--- src/hdl/esc_pkg.sv ---
package esc_pkg;

    // Floor count and widths follow the fixed field widths of the ports.
    localparam int NUM_FLOORS  = 4;
    localparam int FLOOR_W     = 2;
    localparam int MASK_W      = NUM_FLOORS;
    localparam int CHAR_W      = 8;
    localparam int TICK_W      = 8;
    localparam int TELE_W      = 6;
    localparam int CFG_IDX_W   = 2;
    localparam int CFG_DATA_W  = 8;

    localparam logic [CHAR_W-1:0] CHAR_ZERO = 8'h30;
    localparam logic [CHAR_W-1:0] CHAR_TOP  = 8'h33;

    localparam logic [TICK_W-1:0] DOOR_TICKS_RST  = 8'd200;
    localparam logic [TICK_W-1:0] REV_TICKS_RST   = 8'd50;
    localparam logic [TELE_W-1:0] TELE_PERIOD_RST = 6'd30;

    localparam logic [CFG_IDX_W-1:0] CFG_DOOR_TICKS  = 2'd0;
    localparam logic [CFG_IDX_W-1:0] CFG_REV_TICKS   = 2'd1;
    localparam logic [CFG_IDX_W-1:0] CFG_TELE_PERIOD = 2'd2;

    typedef logic [MASK_W-1:0]  mask_t;
    typedef logic [FLOOR_W-1:0] floor_t;

    typedef enum logic [2:0] {
        ST_IDLE = 3'd0,
        ST_RISE = 3'd1,
        ST_FALL = 3'd2,
        ST_DOOR = 3'd3,
        ST_REV  = 3'd4
    } fsm_state_t;

    typedef enum logic [1:0] {
        MOT_STOP = 2'd0,
        MOT_UP   = 2'd1,
        MOT_DOWN = 2'd2
    } motor_t;

    typedef struct packed {
        logic [TICK_W-1:0] door_ticks;
        logic [TICK_W-1:0] rev_ticks;
        logic [TELE_W-1:0] tele_period;
    } esc_cfg_t;

    typedef struct packed {
        fsm_state_t        fsm;
        mask_t             up;
        mask_t             down;
        logic [TICK_W-1:0] wait_cnt;
        logic [TELE_W-1:0] tele_cnt;
        motor_t            motor;
        floor_t            target;
        mask_t             merged;
    } esc_state_t;

    typedef struct packed {
        motor_t     motor;
        fsm_state_t fsm;
        mask_t      up;
        mask_t      down;
        mask_t      merged;
        floor_t     target;
        logic       strobe;
    } esc_result_t;

endpackage

--- src/hdl/esc_step.sv ---
module esc_step
    import esc_pkg::*;
(
    input  esc_state_t            cur,
    input  esc_cfg_t              cfg,
    input  logic                  request_valid,
    input  logic [CHAR_W-1:0]     origin_char,
    input  logic [CHAR_W-1:0]     dest_char,
    input  floor_t                current_floor,
    output esc_state_t            nxt,
    output esc_result_t           res
);

    floor_t             org;
    floor_t             dst;
    logic               req_ok;
    mask_t              up_req;
    mask_t              down_req;
    mask_t              bit_f;
    mask_t              above_m;
    mask_t              below_m;
    mask_t              any_req;
    logic               call_above;
    logic               call_below;
    logic [TELE_W-1:0]  tele_inc;
    logic [TICK_W-1:0]  wait_inc;

    // Request decode: both digits must be '0'..'3'.
    always_comb
    begin
        req_ok   = request_valid
                   && (origin_char inside {[CHAR_ZERO:CHAR_TOP]})
                   && (dest_char inside {[CHAR_ZERO:CHAR_TOP]});
        org      = FLOOR_W'(origin_char - CHAR_ZERO);
        dst      = FLOOR_W'(dest_char - CHAR_ZERO);
        up_req   = cur.up;
        down_req = cur.down;
        if (req_ok && (org < dst))
        begin
            up_req = cur.up | (mask_t'(1) << org) | (mask_t'(1) << dst);
        end
        else if (req_ok && (org > dst))
        begin
            down_req = cur.down | (mask_t'(1) << org) | (mask_t'(1) << dst);
        end
    end

    assign bit_f      = mask_t'(1) << current_floor;
    assign above_m    = ~((mask_t'(2) << current_floor) - mask_t'(1));
    assign below_m    = bit_f - mask_t'(1);
    assign any_req    = up_req | down_req;
    assign call_above = |(any_req & above_m);
    assign call_below = |(any_req & below_m);
    assign wait_inc   = cur.wait_cnt + TICK_W'(1);
    assign tele_inc   = cur.tele_cnt + TELE_W'(1);

    // Controller: next state, masks, wait timer and motor, then telemetry.
    always_comb
    begin
        nxt.fsm      = cur.fsm;
        nxt.up       = up_req;
        nxt.down     = down_req;
        nxt.wait_cnt = cur.wait_cnt;
        nxt.motor    = cur.motor;
        nxt.target   = req_ok ? dst : cur.target;
        case (cur.fsm)
            ST_RISE:
            begin
                if (((up_req & bit_f) != '0)
                    || (!call_above && ((down_req & bit_f) != '0)))
                begin
                    nxt.up       = up_req & ~bit_f;
                    nxt.down     = down_req & ~bit_f;
                    nxt.motor    = MOT_STOP;
                    nxt.fsm      = ST_DOOR;
                    nxt.wait_cnt = '0;
                end
                else if (!call_above)
                begin
                    nxt.motor = MOT_STOP;
                    nxt.fsm   = ST_IDLE;
                end
            end
            ST_FALL:
            begin
                if (((down_req & bit_f) != '0)
                    || (!call_below && ((up_req & bit_f) != '0)))
                begin
                    nxt.up       = up_req & ~bit_f;
                    nxt.down     = down_req & ~bit_f;
                    nxt.motor    = MOT_STOP;
                    nxt.fsm      = ST_DOOR;
                    nxt.wait_cnt = '0;
                end
                else if (!call_below)
                begin
                    nxt.motor = MOT_STOP;
                    nxt.fsm   = ST_IDLE;
                end
            end
            ST_DOOR:
            begin
                nxt.wait_cnt = wait_inc;
                if (wait_inc >= cfg.door_ticks)
                begin
                    nxt.fsm      = ST_REV;
                    nxt.wait_cnt = '0;
                end
            end
            ST_REV:
            begin
                nxt.wait_cnt = wait_inc;
                if (wait_inc >= cfg.rev_ticks)
                begin
                    nxt.fsm = ST_IDLE;
                end
            end
            default:
            begin
                nxt.fsm = ST_IDLE;
                if ((any_req & bit_f) != '0)
                begin
                    nxt.up       = up_req & ~bit_f;
                    nxt.down     = down_req & ~bit_f;
                    nxt.fsm      = ST_DOOR;
                    nxt.wait_cnt = '0;
                end
                else if (call_above)
                begin
                    nxt.motor = MOT_UP;
                    nxt.fsm   = ST_RISE;
                end
                else if (call_below)
                begin
                    nxt.motor = MOT_DOWN;
                    nxt.fsm   = ST_FALL;
                end
                else if (current_floor != '0)
                begin
                    // post a home call at the ground floor
                    nxt.down = down_req | mask_t'(1);
                end
            end
        endcase

        // Telemetry counter and merged mask snapshot.
        nxt.tele_cnt = tele_inc;
        nxt.merged   = cur.merged;
        if (tele_inc >= cfg.tele_period)
        begin
            nxt.tele_cnt = '0;
            nxt.merged   = nxt.up | nxt.down;
        end
    end

    // Result of this tick.
    always_comb
    begin
        res.motor  = nxt.motor;
        res.fsm    = nxt.fsm;
        res.up     = nxt.up;
        res.down   = nxt.down;
        res.merged = nxt.merged;
        res.target = nxt.target;
        res.strobe = (tele_inc >= cfg.tele_period);
    end

endmodule

--- src/hdl/elevator_scan_controller_core.sv ---
// Channel   Direction  Handshake            Beat carries
// --------  ---------  -------------------  -----------------------------------------------
// in        input      in_valid/in_ready    request_valid, origin_char, dest_char,
//                                           current_floor (one 10 ms tick)
// out       output     out_valid/out_ready  motor_drive, ctrl_state, up_calls, down_calls,
//                                           pending_floors, target_floor, telemetry_strobe
// cfg       input      cfg_valid/cfg_ready  cfg_index, cfg_data (register write)
//
// One tick beat is taken per cycle while in_ready is high; its result is registered in the
// output register, or in the skid while out is stalled. The whole tick update is one pass of
// logic from the state registers into the state and output registers, so the rate is one beat
// per cycle while in_ready is high. A two-entry output buffer (output register plus skid)
// holds results while out is stalled; in_ready drops only when both entries are full.
// Reset puts the controller in idle with empty masks and loads the default timer
// and telemetry settings; cfg_ready is always high.
module elevator_scan_controller_core
    import esc_pkg::*;
(
    input  logic                  clk,
    input  logic                  rst_n,

    input  logic                  in_valid,
    output logic                  in_ready,
    input  logic                  request_valid,
    input  logic [CHAR_W-1:0]     origin_char,
    input  logic [CHAR_W-1:0]     dest_char,
    input  logic [FLOOR_W-1:0]    current_floor,

    output logic                  out_valid,
    input  logic                  out_ready,
    output logic [1:0]            motor_drive,
    output logic [2:0]            ctrl_state,
    output logic [MASK_W-1:0]     up_calls,
    output logic [MASK_W-1:0]     down_calls,
    output logic [MASK_W-1:0]     pending_floors,
    output logic [FLOOR_W-1:0]    target_floor,
    output logic                  telemetry_strobe,

    input  logic                  cfg_valid,
    output logic                  cfg_ready,
    input  logic [CFG_IDX_W-1:0]  cfg_index,
    input  logic [CFG_DATA_W-1:0] cfg_data
);

    esc_cfg_t    cfg_reg;
    esc_cfg_t    cfg_next;
    esc_state_t  st_reg;
    esc_state_t  st_next;
    esc_result_t step_res;

    logic        out_valid_reg;
    logic        out_valid_next;
    esc_result_t out_data_reg;
    esc_result_t out_data_next;
    logic        skid_valid_reg;
    logic        skid_valid_next;
    esc_result_t skid_data_reg;
    esc_result_t skid_data_next;

    logic        in_beat;
    logic        out_beat;

    assign cfg_ready = 1'b1;
    assign in_ready  = !skid_valid_reg;
    assign in_beat   = in_valid && in_ready;
    assign out_beat  = out_valid_reg && out_ready;

    // Register writes: an index beyond the list is dropped.
    always_comb
    begin
        cfg_next = cfg_reg;
        if (cfg_valid)
        begin
            case (cfg_index)
                CFG_DOOR_TICKS:  cfg_next.door_ticks  = TICK_W'(cfg_data);
                CFG_REV_TICKS:   cfg_next.rev_ticks   = TICK_W'(cfg_data);
                CFG_TELE_PERIOD: cfg_next.tele_period = TELE_W'(cfg_data);
                default:         cfg_next = cfg_reg;
            endcase
        end
    end

    // Tick update logic.
    esc_step u_step
    (
        .cur           (st_reg),
        .cfg           (cfg_reg),
        .request_valid (request_valid),
        .origin_char   (origin_char),
        .dest_char     (dest_char),
        .current_floor (current_floor),
        .nxt           (st_next),
        .res           (step_res)
    );

    // Output buffer: fill the output register first, spill to skid while stalled.
    always_comb
    begin
        out_valid_next  = out_valid_reg;
        out_data_next   = out_data_reg;
        skid_valid_next = skid_valid_reg;
        skid_data_next  = skid_data_reg;
        if (!out_valid_reg || out_beat)
        begin
            if (skid_valid_reg)
            begin
                out_valid_next  = 1'b1;
                out_data_next   = skid_data_reg;
                skid_valid_next = 1'b0;
            end
            else
            begin
                out_valid_next = in_beat;
                out_data_next  = step_res;
            end
        end
        else if (in_beat)
        begin
            skid_valid_next = 1'b1;
            skid_data_next  = step_res;
        end
    end

    always_ff @(posedge clk or negedge rst_n)
    begin
        if (!rst_n)
        begin
            cfg_reg.door_ticks  <= DOOR_TICKS_RST;
            cfg_reg.rev_ticks   <= REV_TICKS_RST;
            cfg_reg.tele_period <= TELE_PERIOD_RST;
            st_reg.fsm          <= ST_IDLE;
            st_reg.up           <= '0;
            st_reg.down         <= '0;
            st_reg.wait_cnt     <= '0;
            st_reg.tele_cnt     <= '0;
            st_reg.motor        <= MOT_STOP;
            st_reg.target       <= '0;
            st_reg.merged       <= '0;
            out_valid_reg       <= 1'b0;
            skid_valid_reg      <= 1'b0;
        end
        else
        begin
            cfg_reg        <= cfg_next;
            out_valid_reg  <= out_valid_next;
            skid_valid_reg <= skid_valid_next;
            // advance the controller only on an accepted tick beat
            if (in_beat)
            begin
                st_reg <= st_next;
            end
        end
    end

    // Payload registers need no reset.
    always_ff @(posedge clk)
    begin
        out_data_reg  <= out_data_next;
        skid_data_reg <= skid_data_next;
    end

    assign out_valid        = out_valid_reg;
    assign motor_drive      = out_data_reg.motor;
    assign ctrl_state       = out_data_reg.fsm;
    assign up_calls         = out_data_reg.up;
    assign down_calls       = out_data_reg.down;
    assign pending_floors   = out_data_reg.merged;
    assign target_floor     = out_data_reg.target;
    assign telemetry_strobe = out_data_reg.strobe;

endmodule

--- config.mk ---
export PLATFORM = sky130hd
export DESIGN_NAME = elevator_scan_controller_core
export DESIGN_NICKNAME = d
export VERILOG_FILES = /design/src/hdl/esc_pkg.sv /design/src/hdl/esc_step.sv /design/src/hdl/elevator_scan_controller_core.sv
export SDC_FILE = /design/constraint.sdc
export NUM_CORES = 1
export LEC_CHECK = 0
export BUFFER_PORTS_ARGS = -buffer_cell sky130_fd_sc_hd__buf_2
export CAP_MARGIN = 20
export CORE_MARGIN = 10
export CORE_UTILIZATION = 49
export CTS_CLUSTER_DIAMETER = 50
export CTS_CLUSTER_SIZE = 28
export DETAILED_ROUTE_END_ITERATION = 8
export PLACE_DENSITY = 0.79
export SLEW_MARGIN = 20
export SYNTH_ARGS = -nofsm -noshare
export SYNTH_HDL_FRONTEND = slang
export SYNTH_SLANG_ARGS = --single-unit
--- constraint.sdc ---
create_clock -name clk -period 5.6 [get_ports clk]
set_input_delay 0.84 -clock clk [delete_from_list [all_inputs] [get_ports clk]]
set_output_delay 0.84 -clock clk [all_outputs]
set_load 0.02 [all_outputs]
==> out/summary.txt, run 1 <==
DR vias/cell = 5.98
Post-DRT Antenna Nets = 0
status = completed
Final Hold Viols = 0
Yosys top cell area share = 21.8%
Max Fclk = 245 MHz
clock skew = 0.00717 ns
min cycle time layout = 4.08 ns
GRT overflow = 0
delay-heaviest family, CP = compound AO/OA/AOI/OAI gates
worst hold path endpoint = st_reg[4]
cts hold-fix bufs = 0
Die Ht = 126 um
worst reg2reg path depth = 9
Clock Path Buffers = 2
# setup viols final = 0
async set or reset register ratio after synthesis = 58.8%
Nets = 658
top area cells in the synthesized netlist = edfxtp_1 22%, dfrtp_1 21%, ha_1 5.9%
Hold Crit Start = st_reg[4]
drt pass-1 iters = 7
drt drc = 0
leading area contributor after synthesis = edfxtp_1
part of the power in registers = 40.1%
Reg-to-Reg Start = st_reg[8]
sw power = 0.943 mW
Die Area = 0.0159 sq mm
slowest CP cell = o31ai_1
final period utilization = 72.9%
number of global-route vias before repair = 4,337
# IOs = 57
R2R Path End = telemetry_strobe
I/O Buffers = 55
initial DRC count = 444
CTS H-tree lvls = 3
total power = 2.53 mW
DR WL/cell = 17.5 um
Pint = 1.58 mW
detailed-route via count = 4,444
Pleak = 2.79 nW
Worst EP arrival = 4.15 ns
Critical path buffers and inverters = 2
Clock transition at path regs = 0.07 ns
setup slack after layout = 1.52 ns
Clock Power Share = 23.7%
max_slew headroom = 32.4%
worst hold path type = reg -> reg
setup TNS = 0 ns
Seq/Total Area, Yosys = 47.9%
Sw Share = 37.3%
worst-skew pair later-pin latency = 0.34 ns
initial core utilization = 50.4%
total core area = 0.0109 sq mm
CP Launch Type = primary input
Worst VDD drop = 0.313 mV
clk root buf = clkbuf_16
Worst setup EP type = register
DP Wirelength = 9590 um
Total GRT Usage = 15.9%
cell area power density = 406 mW/mm^2
RSZ-0062 raised after global routing = false
Core Rows = 38
antenna violations before repair = 0
Worst Path Required = 5.66 ns
register bit count reported by yosys = 97
fraction of layout cells with a size suffix above 1 = 21.1%
Yosys cell types = 72
Hold Path Stages = 2
placer's final routability congestion estimate = 0.979
Setup WS pre-CTS = 1.23 ns
syn avg cell area = 10.1 sq um
Sink Count = 97
final hold slack = 0.490 ns
Top FF cell, synth = dfrtp_1
Yosys warning count = 0
final slew viol count = 0
DRT Wirelength = 13,000 um
cell count after synthesis = 545
CTS tree = done
flop2flop setup slack = 1.81 ns
worst setup path class = in -> reg
total CTS buffers = 9
worst-margin pin slew = 1.01 ns
ANT cells = 0
post-CTS setup buffer count = 0
mapped cell area = 0.00551 sq mm
Max Cap Viol = 0
post_cts resized = 0
leading cell type by number of instances after synthesis = nand2_1
max FFs per register = 33
power share of the combinational group = 36.1%
EDFF count, synth = 40
synth cell count leaders = 69 x nand2_1, 47 x dfrtp_1, 43 x o21ai_0
Layout Area Growth over Synthesis = 12.8%
Die X-Extent = 126 um
syn nets = 605
critical path's largest stage delay = 0.71 ns
CP Cell Sequence = buf_2 -> inv_1 -> ha_1 -> and2_1 -> a2111oi_1 -> nand4_1 -> a221o_2 -> a41oi_1 -> o21ai_0 -> o31ai_1 -> a31oi_1
largest net degree at the start of global routing = 58
Critical Path Fanout Max = 7
first-pass GRT wire length = 21,400 um
==> final cells by class <==
cell class              count  area [sq um]
clock buffers               9           225
clock inverters             7          71.3
fillers                   911          4720
inverters                  39           146
multi-input cells         390          2640
flip-flops and latches     97          2640
well taps                 140           175
repair buffers             61           320
==> kinds of logic (layout without fill, tap and decap cells) <==
logic type                 Yosys count  in the layout  share of synthesized area (%)
adders and majority gates           26             26                           5.90
and+or+nand+nor                    162            162                           14.5
muxes                               23             23                           4.68
other                                1              1                         0.0680
xor gates and xnor gates            12             12                           1.91
AOI/OAI and AO/OA                  166            166                           20.9
DFF                                 97             97                           47.9
buffers and inverters               58            116                           4.18
==> metrics by stage <==
step / utilization, % / cells / instance area, sq um
detailed placement: 54.2 / 727 / 5920
global placement: 54.2 / 727 / 5920
CTS: 56.9 / 743 / 6220
floorplan: - / 545 / 5510
finish: 56.9 / 743 / 6220
global route: 56.9 / 743 / 6220
==> layout by cell type, fill, tap and decap left out, types with 3 or more instances in the layout <==
cell	count
and2_1	5
dfstp_2	10
buf_2	55
a21oi_1	22
nor3_1	3
o211ai_1	5
nand3b_1	5
and3_1	7
nand2_1	69
o2bb2ai_1	4
a21o_1	14
mux2_2	22
a31oi_1	25
nor2_1	31
o31ai_1	17
clkbuf_16	9
ha_1	26
edfxtp_1	40
or3_1	3
xor2_1	5
o21ai_0	43
nand2b_1	9
nor2b_1	4
buf_4	6
nand3_1	8
inv_1	37
nor3b_1	4
xnor2_1	7
dfrtp_1	47
==> power by group through the flow <==
stage                     clock network (mW)  registers, mW  logic [mW]
after floorplan                            0           1.05       0.618
after global placement                     0           1.02       0.868
after detailed placement                   0           1.02       0.901
after CTS                              0.612           1.01       0.909
after global routing                   0.638           1.03        1.02
final                                  0.600           1.01       0.913
==> how the worst max path moves through the flow <==
stage                  from           endpoint  slack, ns  cells after the start
4_1_cts        dest_char[1]   skid_data_reg[3]       1.60                     11
3_5_place_dp   dest_char[1]   skid_data_reg[3]       1.23                     11
6_report       dest_char[1]   skid_data_reg[3]       1.52                     11
5_1_grt        dest_char[1]   skid_data_reg[3]       1.23                     11
3_3_place_gp   dest_char[1]  pending_floors[0]       1.50                     11
2_1_floorplan  dest_char[1]  pending_floors[0]       1.93                     10
==> metal layers <==
metal  vias to the layer above  wire (um)  GRT usage (%)
li1                       2120          -              -
met1                      2161       5990           21.8
met2                       149       6130           25.1
met3                        14        695           2.98
met4                         0        174           4.89
met5                         -          0              0
==> tightest hold or removal path: cells and delay by family (launching register included) <==
kind	cells	cell delay (ns)
AND/OR/NAND/NOR	2	0.11
flip-flops	1	0.35
(Power assumes the default switching activity.)
==> run 2, diff against run 1 <==
Clock period 5.6 ns to 4.1 ns, I/O delays scaled along.
==> run 2 against run 1 <==
Net effect: sequential share of layout area down 0.25 points; flip-flop and latch count unchanged; final cell count up 0.67%; critical path depth unchanged; critical endpoint is now skid_data_reg[4]; largest cell class unchanged; largest power group unchanged.
==> out/summary.txt, run 2 (synthesis results as in run 1) <==
area of the multi-input gates = 0.00264 sq mm (unchanged)
DRT Wirelength = 13,100 um (+0.67%)
I/O Buffers = 55 (unchanged)
fraction of layout cells with a size suffix above 1 = 21.5% (+0.48 points)
Sequential cell area = 0.00264 sq mm (unchanged)
Worst Path Required = 4.17 ns (-1.49 ns)
Post-DRT Antenna Nets = 0 (unchanged)
initial core utilization = 50.4% (unchanged)
post-layout util = 57.2% (+0.33 points)
worst-skew pair later-pin latency = 0.35 ns (about the same)
clock skew = 0.0103 ns (+0.00313 ns)
drt pass-1 iters = 6 (-1)
post_cts resized = 0 (unchanged)
Die Area = 0.0159 sq mm (unchanged)
total CTS buffers = 9 (unchanged)
R2R Path End = ctrl_state[0]
GRT overflow = 0 (unchanged)
first-pass GRT wire length = 21,700 um (+1.4%)
Worst EP arrival = 3.74 ns (-0.41 ns)
worst-margin pin slew = 0.980 ns (-0.0319 ns)
CTS H-tree lvls = 3 (unchanged)
Nets = 663 (+0.76%)
Max Cap Viol = 0 (unchanged)
Layout Area Growth over Synthesis = 13.5%
# IOs = 57 (unchanged)
Total GRT Usage = 16.3% (+0.39 points)
final period utilization = 89.5%
Post-DP Area = 0.00596 sq mm (+0.63%)
Clock Path Buffers = 2 (unchanged)
cell area power density = 557 mW/mm^2 (+37%)
status = completed
cts hold-fix bufs = 0 (unchanged)
Die Ht = 126 um (unchanged)
antenna violations before repair = 0 (unchanged)
most frequent cells in the layout = 69 x nand2_1, 55 x buf_2, 47 x dfrtp_1, 43 x o21ai_0, 40 x edfxtp_1
final slew viol count = 0 (unchanged)
Clock transition at path regs = 0.07 ns (about the same)
setup TNS = 0 ns (unchanged)
Worst setup EP type = register
# setup viols final = 0 (unchanged)
most common cell after layout, fill and taps aside = nand2_1
worst reg2reg path depth = 11 (+2)
CP Launch Type = primary input
clk root buf = clkbuf_16
flop2flop setup slack = 1.08 ns (-0.73 ns)
DR WL/cell = 17.5 um (about the same)
placer's final routability congestion estimate = 0.976 (-0.25%)
Reg-to-Reg Start = st_reg[14]
Final Hold Viols = 0 (unchanged)
worst setup path class = in -> reg
fillcell total = 928 (+1.9%)
total core area = 0.0109 sq mm (unchanged)
initial DRC count = 587 (+32%)
DR vias/cell = 5.90 (-1.4%)
Sink Count = 97 (unchanged)
ANT cells = 0 (unchanged)
Max Fclk = 272 MHz
number of global-route vias before repair = 4,399 (+1.4%)
drt drc = 0 (unchanged)
worst hold path type = in -> async
min cycle time layout = 3.67 ns
Design Area, Final = 0.00626 sq mm (+0.58%)
max_slew headroom = 34.5% (+2.1 points)
RSZ-0062 raised after global routing = false
CTS tree = done
detailed-route via count = 4,411 (-0.74%)
post-CTS setup buffer count = 0 (unchanged)
Die X-Extent = 126 um (unchanged)
Worst VDD drop = 0.366 mV (+17%)
max FFs per register = 33 (unchanged)
largest net degree at the start of global routing = 35 (-40%)
Critical Path Fanout Max = 7 (unchanged)
Pleak = 2.82 nW (+1.1%)
Core Rows = 38 (unchanged)
DP Wirelength = 9760 um (+1.8%)
run 2: how the worst max path moves through the flow:
stage,start,end,cells past startpoint
finish,dest_char[1],skid_data_reg[4],11
global route,dest_char[1],up_calls[1],11
CTS,dest_char[1],up_calls[1],11
detailed placement,dest_char[1],up_calls[1],11
global placement,dest_char[1],st_reg[19],11
floorplan,dest_char[1],pending_floors[0],10
run 2: power breakdown:
part,switching [mW],total [mW],internal (mW)
clock,0.364,0.841,0.477
sequential,0.130,1.39,1.26
combinational,0.763,1.25,0.490
total,1.26,3.48,2.23
run 2: layout make-up:
| class | count | share of cell area [%] |
|---|---|---|
| Multi-Input combinational cell | 390 | 42.2 |
| Sequential cell | 97 | 42.2 |
| Timing Repair Buffer | 66 | 5.72 |
| Clock buffer | 10 | 3.66 |
| Tap cell | 140 | 2.80 |
| Inverter | 39 | 2.34 |
| Clock inverter | 6 | 1.06 |
run 2: critical path: stages:
cell	delay, ns
buf_2	0.12
inv_1	0.06
ha_1	0.30
and2_1	0.20
a2111oi_1	0.58
nand4_1	0.22
a221o_2	0.49
a41oi_1	0.29
o21ai_0	0.21
a31oi_1	0.48
a31oi_1	0.17
run 2: metal layers:
metal / GRT usage (%) / share of wire (%)
met1: 21.0 / 43
met2: 26.6 / 49
met3: 3.69 / 6.7
met4: 5.56 / 1.4
met5: 0 / 0
run 2: through the flow:
step	hold WS, ns	power [mW]	worst slack [ns]	std cells
2_1_floorplan	0.319	2.28	0.656	545
3_3_place_gp	0.462	2.60	0.412	732
3_5_place_dp	0.472	2.64	0.166	732
4_1_cts	0.310	3.49	0.531	748
5_1_grt	0.335	3.71	0.103	748
6_report	0.294	3.48	0.429	748
==> run 3, diff against run 2 <==
Settings changed: BUFFER_PORTS_ARGS -buffer_cell sky130_fd_sc_hd__buf_2 to -buffer_cell sky130_fd_sc_hd__buf_4.
==> run 3 against run 2 <==
Net effect: clock power increased by 9.3%; first-iteration DRC count decreased by 22%; sequential share of layout area decreased by 1.1 points; utilization increased by 1.5 points; setup slack improved by 0.087 ns; clock skew increased by 0.0051 ns.
==> out/summary.txt, run 3 (synthesis results as in run 1) <==
status = completed
# IOs = 57 (unchanged)
Final Hold Viols = 0 (unchanged)
critical path's largest stage delay = 0.48 ns (-0.10 ns)
Die X-Extent = 126 um (unchanged)
Sink Count = 97 (unchanged)
clk root buf = clkbuf_16
Die Ht = 126 um (unchanged)
CTS H-tree lvls = 3 (unchanged)
Core Rows = 38 (unchanged)
Worst path most repeated cell = buf_4
most common cell after layout, fill and taps aside = nand2_1
final slew viol count = 0 (unchanged)
flop2flop setup slack = 1.00 ns (-0.08 ns)
placer's final routability congestion estimate = 0.954 (-2.3%)
Max Fclk = 279 MHz (+2.4%)
first-pass GRT wire length = 22,500 um (+3.4%)
initial DRC count = 455 (-22%)
CP Launch Type = primary input
Worst EP arrival = 3.67 ns (-0.07 ns)
number of global-route vias before repair = 4,539 (+3.2%)
RSZ-0062 raised after global routing = false
cts hold-fix bufs = 0 (unchanged)
setup TNS = 0 ns (unchanged)
Design Area, Final = 0.00642 sq mm (+2.7%)
initial core utilization = 50.4% (unchanged)
clock skew = 0.0154 ns (+0.00513 ns)
drt drc = 0 (unchanged)
CP Cell Sequence = buf_4 -> inv_1 -> ha_1 -> and2_1 -> a2111oi_1 -> nand4_1 -> a221o_2 -> a41oi_1 -> o21ai_0 -> o31ai_1 -> buf_4 -> a31oi_1
cell area power density = 565 mW/mm^2 (+1.4%)
Max Cap Viol = 0 (unchanged)
fraction of layout cells with a size suffix above 1 = 21.5% (unchanged)
critical path depth = 12 (+1)
DP Wirelength = 10000 um (+2.4%)
Nets = 663 (unchanged)
I/O Buffers = 55 (unchanged)
DRT Wirelength = 13,400 um (+2.9%)
Worst VDD drop = 0.395 mV (+7.9%)
Worst Path Required = 4.18 ns (about the same)
drt pass-1 iters = 5 (-1)
antenna violations before repair = 0 (unchanged)
max_slew headroom = 31.8% (-2.7 points)
worst reg2reg path depth = 11 (unchanged)
Total GRT Usage = 16.8% (+0.51 points)
DR WL/cell = 18.0 um (+2.9%)
Worst setup EP type = register
ANT cells = 0 (unchanged)
largest net degree at the start of global routing = 58 (+66%)
Post-DP Area = 0.00610 sq mm (+2.3%)
slowest CP cell = a2111oi_1
worst hold path type = in -> async
max FFs per register = 33 (unchanged)
Critical path buffers and inverters = 3 (+1)
min cycle time layout = 3.58 ns (-0.0873 ns)
most frequent cells in the layout = 69 x nand2_1, 66 x buf_4, 47 x dfrtp_1, 43 x o21ai_0, 40 x edfxtp_1
GRT overflow = 0 (unchanged)
Pleak = 2.88 nW (+2.0%)
R2R Path End = ctrl_state[0]
delay-heaviest family, CP = compound AO/OA/AOI/OAI gates
total core area = 0.0109 sq mm (unchanged)
Layout Area Growth over Synthesis = 16.5%
total CTS buffers = 9 (unchanged)
CTS tree = done
Post-DRT Antenna Nets = 0 (unchanged)
Reg-to-Reg Start = st_reg[14]
post-CTS setup buffer count = 0 (unchanged)
DR vias/cell = 6.03 (+2.2%)
final period utilization = 87.4% (-2.1 points)
detailed-route via count = 4,507 (+2.2%)
Critical Path Fanout Max = 7 (unchanged)
worst-skew pair later-pin latency = 0.35 ns (about the same)
# setup viols final = 0 (unchanged)
Clock Path Buffers = 2 (unchanged)
worst-margin pin slew = 1.02 ns (+0.0407 ns)
Die Area = 0.0159 sq mm (unchanged)
Clock transition at path regs = 0.07 ns (about the same)
worst setup path class = in -> reg
post_cts resized = 0 (unchanged)
-- run 3: worst max-delay path by stage --
stage | slack [ns] | startpoint | endpoint
floorplan | 0.66 | dest_char[1] | pending_floors[0]
global route | 0.27 | dest_char[1] | up_calls[0]
CTS | 0.57 | dest_char[1] | pending_floors[0]
finish | 0.52 | dest_char[1] | pending_floors[0]
detailed placement | 0.25 | dest_char[1] | pending_floors[0]
global placement | 0.44 | dest_char[1] | pending_floors[0]
-- run 3: cell type report --
type                       instances  area (sq um)
clock buffer                      10           229
clock inverter                     6          95.1
fill                             891          4510
inverter                          39           146
multi-input combinational        390          2640
sequential                        97          2640
tap                              140           175
timing repair buffer              66           495
-- run 3: layer usage --
| layer | track usage, % | share of wire, % | up-vias |
|---|---|---|---|
| met2 | 27.5 | 49 | 146 |
| met1 | 22.0 | 44 | 2205 |
| met5 | 0 | 0 | - |
| li1 | - | - | 2133 |
| met3 | 2.68 | 4.8 | 23 |
| met4 | 6.56 | 1.7 | 0 |
-- run 3: worst register-to-register path: stages, from the launching register on --
cell and delay (ns):
dfrtp_1 0.46, ha_1 0.28, nand3_1 0.14, nor2_1 0.16, xor2_1 0.29, ha_1 0.31, a21o_1 0.16, a21oi_1 0.16
o21ai_0 0.13, o21ai_0 0.34, a31oi_1 0.14, o31ai_1 0.33
-- run 3: report_power, final --
group	switching, mW	internal (mW)	total (mW)
sequential	0.131	1.26	1.39
clock	0.376	0.543	0.919
combinational	0.781	0.536	1.32
-- run 3: stage by stage --
stage	cells	power [mW]	utilization (%)	setup slack (ns)	hold WS (ns)
finish	748	3.63	58.7	0.516	0.332
global placement	732	2.64	55.8	0.438	0.463
CTS	748	3.62	58.7	0.570	0.356
floorplan	545	2.28	-	0.656	0.319
global route	748	3.85	58.7	0.266	0.388
detailed placement	732	2.70	55.8	0.254	0.488
